==> config.mk <==
export PLATFORM = sky130hd
export DESIGN_NAME = ultrasonic_range_averager
export DESIGN_NICKNAME = d
export VERILOG_FILES = /design/src/hdl/urav_pkg.sv /design/src/hdl/urav_ctrl.sv /design/src/hdl/urav_div.sv /design/src/hdl/ultrasonic_range_averager.sv
export SDC_FILE = /design/constraint.sdc
export NUM_CORES = 1
export LEC_CHECK = 0
export ABC_AREA = 1
export ABC_CLOCK_PERIOD_IN_PS = 4500
export BUFFER_PORTS_ARGS = -buffer_cell sky130_fd_sc_hd__clkbuf_2
export CAP_MARGIN = 30
export CELL_PAD_IN_SITES_DETAIL_PLACEMENT = 0
export CELL_PAD_IN_SITES_GLOBAL_PLACEMENT = 1
export CORE_MARGIN = 2
export CORE_UTILIZATION = 30
export CTS_CLUSTER_DIAMETER = 50
export DETAILED_ROUTE_END_ITERATION = 8
export GPL_TIMING_DRIVEN = 0
export PLACE_DENSITY = 0.59
export SYNTH_ARGS = -nofsm -noshare
export SYNTH_HDL_FRONTEND = slang
export SYNTH_SLANG_ARGS = --single-unit
==> constraint.sdc <==
create_clock -name clk_i -period 4.5 [get_ports clk_i]
set_input_delay 0.225 -clock clk_i [delete_from_list [all_inputs] [get_ports clk_i]]
set_output_delay 0.225 -clock clk_i [all_outputs]
set_load 0.1 [all_outputs]
==> src/hdl/urav_pkg.sv <==
`timescale 1ns / 1ps
`default_nettype none
package urav_pkg;

  // Configuration port
  localparam int CFG_IDX_W = 2;
  localparam int CFG_DATA_W = 16;

  localparam logic [CFG_IDX_W-1:0] REG_TRIG_WIDTH = 2'd0;
  localparam logic [CFG_IDX_W-1:0] REG_SETTLE_GAP = 2'd1;
  localparam logic [CFG_IDX_W-1:0] REG_ROUNDS     = 2'd2;
  localparam logic [CFG_IDX_W-1:0] REG_US_PER_CM  = 2'd3;

  localparam logic [9:0]  TRIG_WIDTH_RST = 10'd20;
  localparam logic [15:0] SETTLE_GAP_RST = 16'd50000;
  localparam logic [3:0]  ROUNDS_RST     = 4'd5;
  localparam logic [7:0]  US_PER_CM_RST  = 8'd58;

  // Default sizing
  localparam int MAX_ROUNDS_DEF = 8;
  localparam int ECHO_COUNT_BITS_DEF = 16;

  localparam int TIMER_W = 16;
  localparam int DIST_W = 16;

  // Measurement phases
  localparam logic [2:0] PH_IDLE   = 3'd0;
  localparam logic [2:0] PH_TRIG   = 3'd1;
  localparam logic [2:0] PH_WAIT   = 3'd2;
  localparam logic [2:0] PH_COUNT  = 3'd3;
  localparam logic [2:0] PH_SETTLE = 3'd4;

  // Per-item status from the phase controller
  typedef struct packed {
    logic trig;
    logic busy;
    logic finish;
  } step_t;

endpackage
`default_nettype wire

==> src/hdl/urav_ctrl.sv <==
`timescale 1ns / 1ps
`default_nettype none
module urav_ctrl #(
  parameter int MAX_ROUNDS = 8,
  parameter int ECHO_COUNT_BITS = 16,
  parameter int SUM_W = 20,
  parameter int RND_W = 4
) (
  input  wire logic             clk_i,
  input  wire logic             rst_ni,
  input  wire logic             tick_i,
  input  wire logic             start_i,
  input  wire logic             echo_i,
  input  wire logic [9:0]       trig_width_i,
  input  wire logic [15:0]      settle_gap_i,
  input  wire logic [3:0]       rounds_i,
  output urav_pkg::step_t       step_o,
  output logic [SUM_W-1:0]      sum_o,
  output logic [RND_W-1:0]      eff_rounds_o
);
  import urav_pkg::*;

  localparam int CW = (RND_W > 4) ? RND_W : 4;
  localparam logic [CW-1:0] MAX_R = CW'(MAX_ROUNDS);

  logic [2:0]                 phase_q, phase_d;
  logic [TIMER_W-1:0]         timer_q, timer_d;
  logic [TIMER_W-1:0]         timer_inc;
  logic [ECHO_COUNT_BITS-1:0] echo_q, echo_d;
  logic [SUM_W-1:0]           sum_q, sum_d;
  logic [RND_W-1:0]           rnd_q, rnd_d;
  logic [CW-1:0]              rounds_ext;
  logic [RND_W-1:0]           eff_rounds;
  logic [9:0]                 tw_eff;
  logic                       finish;

  always_comb begin
    rounds_ext = CW'(rounds_i);
    if (rounds_ext == '0) begin
      eff_rounds = RND_W'(1);
    end else if (rounds_ext > MAX_R) begin
      eff_rounds = RND_W'(MAX_ROUNDS);
    end else begin
      eff_rounds = RND_W'(rounds_ext);
    end
  end

  assign tw_eff = (trig_width_i == '0) ? 10'd1 : trig_width_i;
  assign timer_inc = timer_q + TIMER_W'(1);

  always_comb begin
    phase_d = phase_q;
    timer_d = timer_q;
    echo_d  = echo_q;
    sum_d   = sum_q;
    rnd_d   = rnd_q;
    finish  = 1'b0;
    if (tick_i) begin
      case (phase_q)
        PH_IDLE: begin
          if (start_i) begin
            sum_d   = '0;
            rnd_d   = '0;
            echo_d  = '0;
            phase_d = PH_TRIG;
            timer_d = '0;
          end
        end
        PH_TRIG: begin
          timer_d = timer_inc;
          if (timer_inc >= TIMER_W'(tw_eff)) begin
            phase_d = PH_WAIT;
            timer_d = '0;
          end
        end
        PH_WAIT: begin
          if (echo_i) begin
            echo_d  = ECHO_COUNT_BITS'(1);
            phase_d = PH_COUNT;
          end
        end
        PH_COUNT: begin
          if (echo_i) begin
            if (echo_q != '1) echo_d = echo_q + ECHO_COUNT_BITS'(1);
          end else begin
            sum_d = sum_q + SUM_W'(echo_q);
            rnd_d = rnd_q + RND_W'(1);
            timer_d = '0;
            if (settle_gap_i == '0) begin
              finish  = (rnd_d >= eff_rounds);
              phase_d = finish ? PH_IDLE : PH_TRIG;
            end else begin
              phase_d = PH_SETTLE;
            end
          end
        end
        PH_SETTLE: begin
          timer_d = timer_inc;
          if (timer_inc >= settle_gap_i) begin
            finish  = (rnd_q >= eff_rounds);
            phase_d = finish ? PH_IDLE : PH_TRIG;
            timer_d = '0;
          end
        end
        default: begin
          phase_d = PH_IDLE;
          timer_d = '0;
        end
      endcase
    end
  end

  always_ff @(posedge clk_i or negedge rst_ni) begin
    if (!rst_ni) begin
      phase_q <= PH_IDLE;
      timer_q <= '0;
      echo_q  <= '0;
      sum_q   <= '0;
      rnd_q   <= '0;
    end else begin
      phase_q <= phase_d;
      timer_q <= timer_d;
      echo_q  <= echo_d;
      sum_q   <= sum_d;
      rnd_q   <= rnd_d;
    end
  end

  assign step_o.trig   = (phase_d == PH_TRIG);
  assign step_o.busy   = (phase_d != PH_IDLE);
  assign step_o.finish = finish;
  assign sum_o         = sum_d;
  assign eff_rounds_o  = eff_rounds;

endmodule
`default_nettype wire

==> src/hdl/urav_div.sv <==
`timescale 1ns / 1ps
`default_nettype none
module urav_div #(
  parameter int SUM_W = 20,
  parameter int RND_W = 4
) (
  input  wire logic             clk_i,
  input  wire logic             rst_ni,
  input  wire logic             start_i,
  input  wire logic [SUM_W-1:0] dividend_i,
  input  wire logic [7:0]       us_per_cm_i,
  input  wire logic [RND_W-1:0] rounds_i,
  output logic                  done_o,
  output logic [SUM_W-1:0]      quot_o
);
  import urav_pkg::*;

  localparam int DIV_W = 8 + RND_W;
  localparam int CNT_W = $clog2(SUM_W + 1);

  logic             run_q;
  logic             done_q;
  logic [CNT_W-1:0] cnt_q;
  logic [DIV_W-1:0] rem_q;
  logic [SUM_W-1:0] quo_q;
  logic [DIV_W-1:0] dvs_q;

  logic [DIV_W:0]   shifted;
  logic [DIV_W:0]   diff;
  logic             fits;
  logic [7:0]       div_eff;

  assign div_eff = (us_per_cm_i == '0) ? 8'd1 : us_per_cm_i;
  assign shifted = {rem_q, quo_q[SUM_W-1]};
  assign diff    = shifted - {1'b0, dvs_q};
  assign fits    = (shifted >= {1'b0, dvs_q});

  always_ff @(posedge clk_i or negedge rst_ni) begin
    if (!rst_ni) begin
      run_q  <= 1'b0;
      done_q <= 1'b0;
      cnt_q  <= '0;
    end else begin
      done_q <= 1'b0;
      if (start_i) begin
        run_q <= 1'b1;
        cnt_q <= CNT_W'(SUM_W);
      end else if (run_q) begin
        cnt_q <= cnt_q - CNT_W'(1);
        if (cnt_q == CNT_W'(1)) begin
          run_q  <= 1'b0;
          done_q <= 1'b1;
        end
      end
    end
  end

  // one quotient bit per cycle, restoring
  always_ff @(posedge clk_i) begin
    if (start_i) begin
      rem_q <= '0;
      quo_q <= dividend_i;
      dvs_q <= DIV_W'(div_eff) * DIV_W'(rounds_i);
    end else if (run_q) begin
      rem_q <= fits ? diff[DIV_W-1:0] : shifted[DIV_W-1:0];
      quo_q <= {quo_q[SUM_W-2:0], fits};
    end
  end

  assign done_o = done_q;
  assign quot_o = quo_q;

endmodule
`default_nettype wire

==> src/hdl/ultrasonic_range_averager.sv <==
// Ultrasonic trigger/echo ranging controller with averaging.
// Input channel (in_valid_i / in_stall_o): one item per microsecond tick,
// carrying start_request_i and the sampled echo_level_i. An item is taken
// when in_valid_i is high and in_stall_o is low.
// Output channel (out_valid_o / out_stall_i): exactly one item per input
// item: trigger_level_o, busy_res_o, reading_done_o and distance_cm_o,
// all showing the state after that tick.
// An ordinary tick's result is registered and shows in the cycle after it is
// taken, and the next tick can be taken in that same cycle unless the
// receiver stalls. The tick that closes a reading runs the restoring
// divider, one quotient bit per cycle, and the input stalls until its
// result shows.
// Config (cfg_we_i, cfg_idx_i, cfg_data_i) is to be written only while idle,
// which the block does not enforce. Reset: registers return to defaults
// (20 us, 50000 us, 5 rounds, 58 us/cm), phase idle, stored distance 0.
// Receiver stall: the output item is held; the input stalls until the
// output register can take the next result.
`timescale 1ns / 1ps
`default_nettype none
module ultrasonic_range_averager #(
  parameter int MAX_ROUNDS = urav_pkg::MAX_ROUNDS_DEF,
  parameter int ECHO_COUNT_BITS = urav_pkg::ECHO_COUNT_BITS_DEF
) (
  input  wire logic                           clk_i,
  input  wire logic                           rst_ni,
  input  wire logic                           cfg_we_i,
  input  wire logic [urav_pkg::CFG_IDX_W-1:0] cfg_idx_i,
  input  wire logic [urav_pkg::CFG_DATA_W-1:0] cfg_data_i,
  input  wire logic                           in_valid_i,
  output logic                                in_stall_o,
  input  wire logic                           start_request_i,
  input  wire logic                           echo_level_i,
  output logic                                out_valid_o,
  input  wire logic                           out_stall_i,
  output logic                                trigger_level_o,
  output logic                                busy_res_o,
  output logic                                reading_done_o,
  output logic [urav_pkg::DIST_W-1:0]         distance_cm_o
);
  import urav_pkg::*;

  localparam int RND_W = $clog2(MAX_ROUNDS + 1);
  localparam int SUM_W = ECHO_COUNT_BITS + RND_W;
  localparam int QW = (SUM_W > DIST_W) ? SUM_W : DIST_W + 1;

  localparam logic S_IDLE = 1'b0;
  localparam logic S_DIV  = 1'b1;

  logic [9:0]  trig_width_q;
  logic [15:0] settle_gap_q;
  logic [3:0]  rounds_q;
  logic [7:0]  us_per_cm_q;

  logic              state_q;
  logic              accept;
  step_t             step;
  logic [SUM_W-1:0]  sum;
  logic [RND_W-1:0]  eff_rounds;
  logic              div_done;
  logic [SUM_W-1:0]  quot;
  logic [QW-1:0]     quot_ext;
  logic [DIST_W-1:0] quot_sat;

  logic              out_valid_q;
  logic              trig_q;
  logic              busy_q;
  logic              done_q;
  logic [DIST_W-1:0] dist_q;
  logic [DIST_W-1:0] last_dist_q;

  always_ff @(posedge clk_i or negedge rst_ni) begin
    if (!rst_ni) begin
      trig_width_q <= TRIG_WIDTH_RST;
      settle_gap_q <= SETTLE_GAP_RST;
      rounds_q     <= ROUNDS_RST;
      us_per_cm_q  <= US_PER_CM_RST;
    end else if (cfg_we_i) begin
      case (cfg_idx_i)
        REG_TRIG_WIDTH: trig_width_q <= cfg_data_i[9:0];
        REG_SETTLE_GAP: settle_gap_q <= cfg_data_i[15:0];
        REG_ROUNDS:     rounds_q     <= cfg_data_i[3:0];
        REG_US_PER_CM:  us_per_cm_q  <= cfg_data_i[7:0];
        default: ;
      endcase
    end
  end

  assign in_stall_o = (state_q != S_IDLE) || (out_valid_q && out_stall_i);
  assign accept     = in_valid_i && !in_stall_o;

  urav_ctrl #(
    .MAX_ROUNDS      (MAX_ROUNDS),
    .ECHO_COUNT_BITS (ECHO_COUNT_BITS),
    .SUM_W           (SUM_W),
    .RND_W           (RND_W)
  ) u_ctrl (
    .clk_i        (clk_i),
    .rst_ni       (rst_ni),
    .tick_i       (accept),
    .start_i      (start_request_i),
    .echo_i       (echo_level_i),
    .trig_width_i (trig_width_q),
    .settle_gap_i (settle_gap_q),
    .rounds_i     (rounds_q),
    .step_o       (step),
    .sum_o        (sum),
    .eff_rounds_o (eff_rounds)
  );

  urav_div #(
    .SUM_W (SUM_W),
    .RND_W (RND_W)
  ) u_div (
    .clk_i       (clk_i),
    .rst_ni      (rst_ni),
    .start_i     (accept && step.finish),
    .dividend_i  (sum),
    .us_per_cm_i (us_per_cm_q),
    .rounds_i    (eff_rounds),
    .done_o      (div_done),
    .quot_o      (quot)
  );

  assign quot_ext = QW'(quot);
  assign quot_sat = (|quot_ext[QW-1:DIST_W]) ? '1 : quot_ext[DIST_W-1:0];

  always_ff @(posedge clk_i or negedge rst_ni) begin
    if (!rst_ni) begin
      state_q     <= S_IDLE;
      out_valid_q <= 1'b0;
      last_dist_q <= '0;
    end else begin
      case (state_q)
        S_IDLE: begin
          if (accept && step.finish) begin
            state_q <= S_DIV;
          end
        end
        S_DIV: begin
          if (div_done) begin
            state_q     <= S_IDLE;
            last_dist_q <= quot_sat;
          end
        end
        default: state_q <= S_IDLE;
      endcase
      // a new item wins over the one being taken this cycle
      if ((accept && !step.finish) || (state_q == S_DIV && div_done)) begin
        out_valid_q <= 1'b1;
      end else if (out_valid_q && !out_stall_i) begin
        out_valid_q <= 1'b0;
      end
    end
  end

  // output payload
  always_ff @(posedge clk_i) begin
    if (accept) begin
      trig_q <= step.trig;
      busy_q <= step.busy;
      done_q <= step.finish;
      dist_q <= last_dist_q;
    end else if (state_q == S_DIV && div_done) begin
      dist_q <= quot_sat;
    end
  end

  assign out_valid_o     = out_valid_q;
  assign trigger_level_o = trig_q;
  assign busy_res_o      = busy_q;
  assign reading_done_o  = done_q;
  assign distance_cm_o   = dist_q;

endmodule
`default_nettype wire
* After elaboration in Yosys (flattened, before gate mapping)
Index checks and enable logic that the tools add are counted.
Word-level totals: flip-flop bits (word level) 185, output and inout port bits 21
Cells by class: add/sub/neg operators 6, $mul 1, order comparisons 6, equal/unequal tests 15, muxes and demuxes 54, bitwise logic cells 2, reductions and logical operators 32
Operator list (number):
- $mux W16 | 10
- $mux W20 | 5
- $pmux W16 S5 | 1
- $pmux W16 S3 | 1
- $pmux W20 S2 | 1
- $add A16 B1 Y16 const B | 2
- $mux W3 | 7
- $add A20 B16 Y20 | 1
- $ge A16 B10 Y1 | 1
- $ge A16 B16 Y1 | 1
- $logic_not A16 Y1 | 1
- $mux W1 | 16
- $mux W4 | 4
- $ne A16 B16 Y1 const B | 1
- $pmux W3 S5 | 1
- $ge A13 B12 Y1 | 1
- $mul A8 B4 Y12 | 1
- $mux W12 | 1
- $sub A12 B12 Y12 | 1
- $logic_not A10 Y1 | 1
- $mux W10 | 1
- $mux W5 | 2
- $reduce_and A2 Y1 | 5
- $ge A4 B4 Y1 | 2
- 27 further kinds | 48

* Logic depth before layout (Yosys ltp)
depth after elaboration 12, depth in mapped cells 19, gate-level depth less buffers 19

* Modules after synthesis
From an unflattened synthesis, not the netlist that was laid out.
Second synthesis, totals: cell total of the unflattened synthesis 1598, area, all modules 12174.2 um2
Modules (own cells, without submodules):
- urav_ctrl | instances 1, cells an instance 746, area an instance 5114.9 um2, sequential area each 1476.4 um2
- urav_div | instances 1, cells an instance 519, area an instance 3878.7 um2, sequential area each 1376.3 um2
- ultrasonic_range_averager | instances 1, cells an instance 333, area an instance 3180.6 um2, sequential area each 1989.4 um2

* Worst setup path after synthesis
Ideal clock, no wire load.
kind reg2reg, from register us_per_cm_q[2], to register u_div.dvs_q[10], data pin, arrival time 3.339 ns, setup slack 0.904 ns, stages on the path, launching flop included 18, buffers on the path 0, period minus slack after synthesis 3.596 ns, cell sequence dfrtp_1 nor3_1 nand3_1 nor3_1 o21ai_0 fa_1 fa_1 inv_1 fa_1 nand3_1 nand3_1 a21o_1 a21oi_1 nor2_1 nor2_1 nor2_1 nor2_1 xnor2_1
On the way: word-level cells in the longest chain between the ends 3
Ends and longest elaborated chain:
- from (decl) | RTL line ultrasonic_range_averager.sv:52 | logic [7:0] us_per_cm_q;
- from (signal assigned) | RTL line ultrasonic_range_averager.sv:82 | REG_US_PER_CM: us_per_cm_q <= cfg_data_i[7:0];
- $logic_not A8 Y1 | RTL line urav_div.sv:33 | assign div_eff = (us_per_cm_i == '0) ? 8'd1 : us_per_cm_i;
- $mux W8 (*) | RTL line urav_div.sv:33
- $mul A8 B4 Y12 (*) | RTL line urav_div.sv:63 | dvs_q <= DIV_W'(div_eff) * DIV_W'(rounds_i);
- to (signal assigned) | RTL line urav_div.sv:63
- to (decl) | RTL line urav_div.sv:26 | logic [DIV_W-1:0] dvs_q;
Mark *: on every way between the ends. The rest lies on a longest branch, timed or not. A chain may end at the register's enable or synchronous reset.

* Worst setup path after layout
Same ends and word-level chain as after synthesis.

==> metrics.md <==
| Metric | Value |
|---|---|
| Num CTS Buffers | 17 |
| Register area | 0.00484 mm² |
| Sequential fraction of design power | 0.417 |
| Crit path max fanout | 6 |
| R2r setup slk | 0.54 ns |
| Status | complete, no violations |
| Synthesis-to-finish area growth | 13.6% |
| Logic pwr share | 0.246 |
| HPWL Detailed | 23.2 mm |
| Hold_sp | cfg_data_i[5] |
| Num rows | 73 |
| Starting DRT DRC Count | 462 |
| Initial Util | 0.303 |
| Hold path depth | 3 |
| Routability cong. | 0.832 |
| Full die area | 0.0416 mm² |
| Vias in the first global route | 9,478 |
| Max-slew headroom | 0.562 |
| Post-CTS setup repair buffer count | 0 |
| Largest net degree at the start of global routing | 101 |
| Hold Path Class | in2reg |
| Critical Path Start Type | register |
| Layout Nets | 1,714 |
| Post-synthesis sequential area ratio | 0.404 |
| Yosys warns | 0 |
| Critical R2R Launch | us_per_cm_q[2] |
| Mean Syn Cell Area | 7.90 µm² |
| Multi-input gate area | 0.00610 mm² |
| Total GRT Usage | 0.151 |
| Mapped cell area | 0.0120 mm² |
| Place WS | 0.321 ns |
| DR WL/cell | 14.0 µm |
| Root Buffer | clkbuf_16 |
| Worst Hold Endpoint | us_per_cm_q[5] |
| First-pass iteration count of the detailed router | 5 |
| # diodes | 0 |
| PnR worst setup slack | 0.535 ns |
| CP Cell Sequence | nor3_1, nand3_1, nor3_1, o21ai_0, fa_1, fa_1, inv_1, fa_1, nand3_1, nand3_1, a21o_1, a21oi_1, nor2_1, nor2_1, nor2_1, nor2_1, xnor2_1 |
| H-tree Lvls | 4 |
| Final TNS setup | 0 ns |
| First-pass GRT wire length | 49.9 mm |
| RSZ-0062 raised after global routing | false |
| Pleak | 6.73 nW |
| Routed Antenna Nets | 0 |
| Port Buffers | 44 |
| Io pins | 46 |
| Period minus WS final | 3.96 ns |
| Largest stage delay, worst path | 0.56 ns |
| Top_reg_cell synth | dfrtp_1 |
| Switching power | 1.70 mW |
| VDD IR max | 0.280 mV |
| Clk_lat worst skew | 0.45 ns |
| Final setup violation count | 0 |
| Synthesized instance count | 1,518 |
| Mapped Nets | 1,640 |
| Final Core Density | 0.344 |
| Number of library cell types mapped by synthesis | 57 |
| #FFs+latches synth | 185 |
| Area of the core | 0.0395 mm² |
| Vias per cell | 4.53 |
| R2r endpoint | u_div.dvs_q[10] |
| Setup CP Type | reg2reg |
| TritonCTS clock tree | built |
| Critical path buffers and inverters | 1 |
| Worst Setup End Kind | register |
| Final setup skew | 0.0152 ns |
| Power per cell area | 348 mW/mm² |
| Chip height | 204 µm |
| Internal power | 3.04 mW |
| Count of flip-flops with a built-in enable after synthesis | 51 |
| Clock share of power | 0.337 |
| Die width | 204 µm |
| Vias | 9,652 |
| Max cap viols | 0 |
| Final hold viol count | 0 |
| R2R cell count | 17 |
| Clock Tree Buf Depth | 2 |
| Aggregate global routing overflow | 0 |
| CP required | 4.70 ns |
| CP arrival | 4.16 ns |
| Asr flop ratio synth | 0.659 |
| Final Slew Violations | 0 |
| Switching portion of total power | 0.358 |
| Kind of cell adding the most delay to the critical path | adder cells |
| Critical Path Slowest Stage Cell | fa_1 |
| Slew @ Worst Pin | 0.656 ns |
| FILL cells | 4,217 |
| Most used cell, CP | nor2_1 |
| Total Wirelength | 29.8 mm |
| WHS | 0.0474 ns |
| Sink Count | 185 |
| Highest clock rate | 0.252 GHz |
| DRC | 0 |
| Layout cells sized above 1 | 0.113 |
| Period utilization | 0.881 |
| Initial antenna violation count | 1 |
| Clock slew at reported path FFs | 0.08 ns |
power by group through the flow:
stage	logic (mW)	registers, mW	clock network (mW)
floorplan	0.785	2.08	0
global placement	1.17	2.01	0
detailed placement	1.18	2.01	0
CTS	1.19	1.97	1.65
global route	1.33	1.99	1.72
finish	1.16	1.97	1.60
cell usage after synthesis, drive strengths merged (14+ instances only):
library cell / number / area share
nand2: 435 / 0.14
inv: 225 / 0.071
o21ai: 132 / 0.057
nor2: 118 / 0.044
dfrtp: 108 / 0.23
nand3: 90 / 0.043
ha: 83 / 0.087
a21oi: 71 / 0.033
edfxtp: 51 / 0.13
xor2: 26 / 0.019
nand4: 25 / 0.014
clkbuf: 17 / 0.0053
buf: 16 / 0.011
nor3: 15 / 0.0067
dfstp: 14 / 0.031
fa: 14 / 0.023
state kept, by name (all words and copies together) (netlist names):
register	cells
us_per_cm_q	8
reading_done_o	1
u_ctrl.sum_q	20
u_div.done_o	1
u_div.quot_o	20
u_div.run_q	1
distance_cm_o	16
u_ctrl.echo_q	16
u_div.rem_q	12
u_div.cnt_q	5
trigger_level_o	1
trig_width_q	10
u_div.dvs_q	12
settle_gap_q	16
u_ctrl.phase_q	3
last_dist_q	16
u_ctrl.timer_q	16
busy_res_o	1
state_q	1
rounds_q	4
out_valid_o	1
u_ctrl.rnd_q	4
kinds of logic after synthesis:
kind of cell / synth area share
simple gates: 0.259
flops: 0.404
compound gates: 0.112
fa+ha+maj: 0.110
buf+inv: 0.0876
xor+xnor: 0.0278
repair_timing:
item	in CTS	in global routing
hold buffers	9	0
gates resized for setup	0	1
hold endpoints to repair	30	0
endpoints found under the setup margin	0	20
placed cells by master, fill, tap and decap left out, drive strengths merged:
cell and count:
bufinv 1, a21boi 2, nor3 15, clkinvlp 1, or2 4, xor2 26, o2111ai 1, clkbuf 78
a21o 5, dfxtp 12, o211ai 3, a21oi 71, a31o 1, nand3b 4, nand2 435, o31ai 7
nor3b 1, dfstp 14, dfrtp 108, o22ai 4, dlygate4sd3 9, buf 18, fa 14, nor4 8
a22o 2, nand2b 1, nor2 118, a22oi 1, edfxtp 51, nand3 90, a31oi 4, o21ai 132
clkinv 6, nand4 25, xnor2 12, o21bai 3, ha 83, inv 234, o21a 1
metal layers:
metal / track usage / part of all wire / up-vias
met5: 0 / 0.00044 / -
met4: 0.0383 / 0.012 / 2
met3: 0.0218 / 0.023 / 20
met2: 0.249 / 0.46 / 92
met1: 0.207 / 0.50 / 4464
li1: - / - / 5074
tightest hold or removal path, stage by stage:
cell	delay (ns)
clkbuf_2	0.08
inv_1	0.09
o21ai_0	0.09
layout make-up:
cell class,count,area share
multi-input cells,1073,0.448
flip-flops and latches,185,0.356
inverters,227,0.0628
well taps,525,0.0482
clock buffers,17,0.0312
repair buffers,55,0.0258
clock inverters,15,0.0142
plain buffers,33,0.0142
how the worst max path moves through the flow:
stage / start / to / slack (ns) / depth (start not counted)
floorplan: us_per_cm_q[2] / u_div.dvs_q[10] / 0.90 / 17
CTS: u_ctrl.timer_q[0] / u_div.quot_o[8] / 0.31 / 16
global placement: u_ctrl.timer_q[0] / u_div.quot_o[3] / 0.37 / 16
detailed placement: u_ctrl.timer_q[0] / u_div.quot_o[3] / 0.32 / 16
finish: us_per_cm_q[2] / u_div.dvs_q[10] / 0.54 / 17
global route: us_per_cm_q[2] / u_div.dvs_q[10] / 0.15 / 17
metrics by stage:
step,instance area (µm²),instances,power (mW)
floorplan,12000,1518,2.86
finish,13600,2130,4.73
global route,13600,2130,5.04
CTS,13600,2130,4.82
detailed placement,12900,2089,3.19
global placement,12900,2087,3.18
Note: power is estimated with default switching activity, not from simulation.
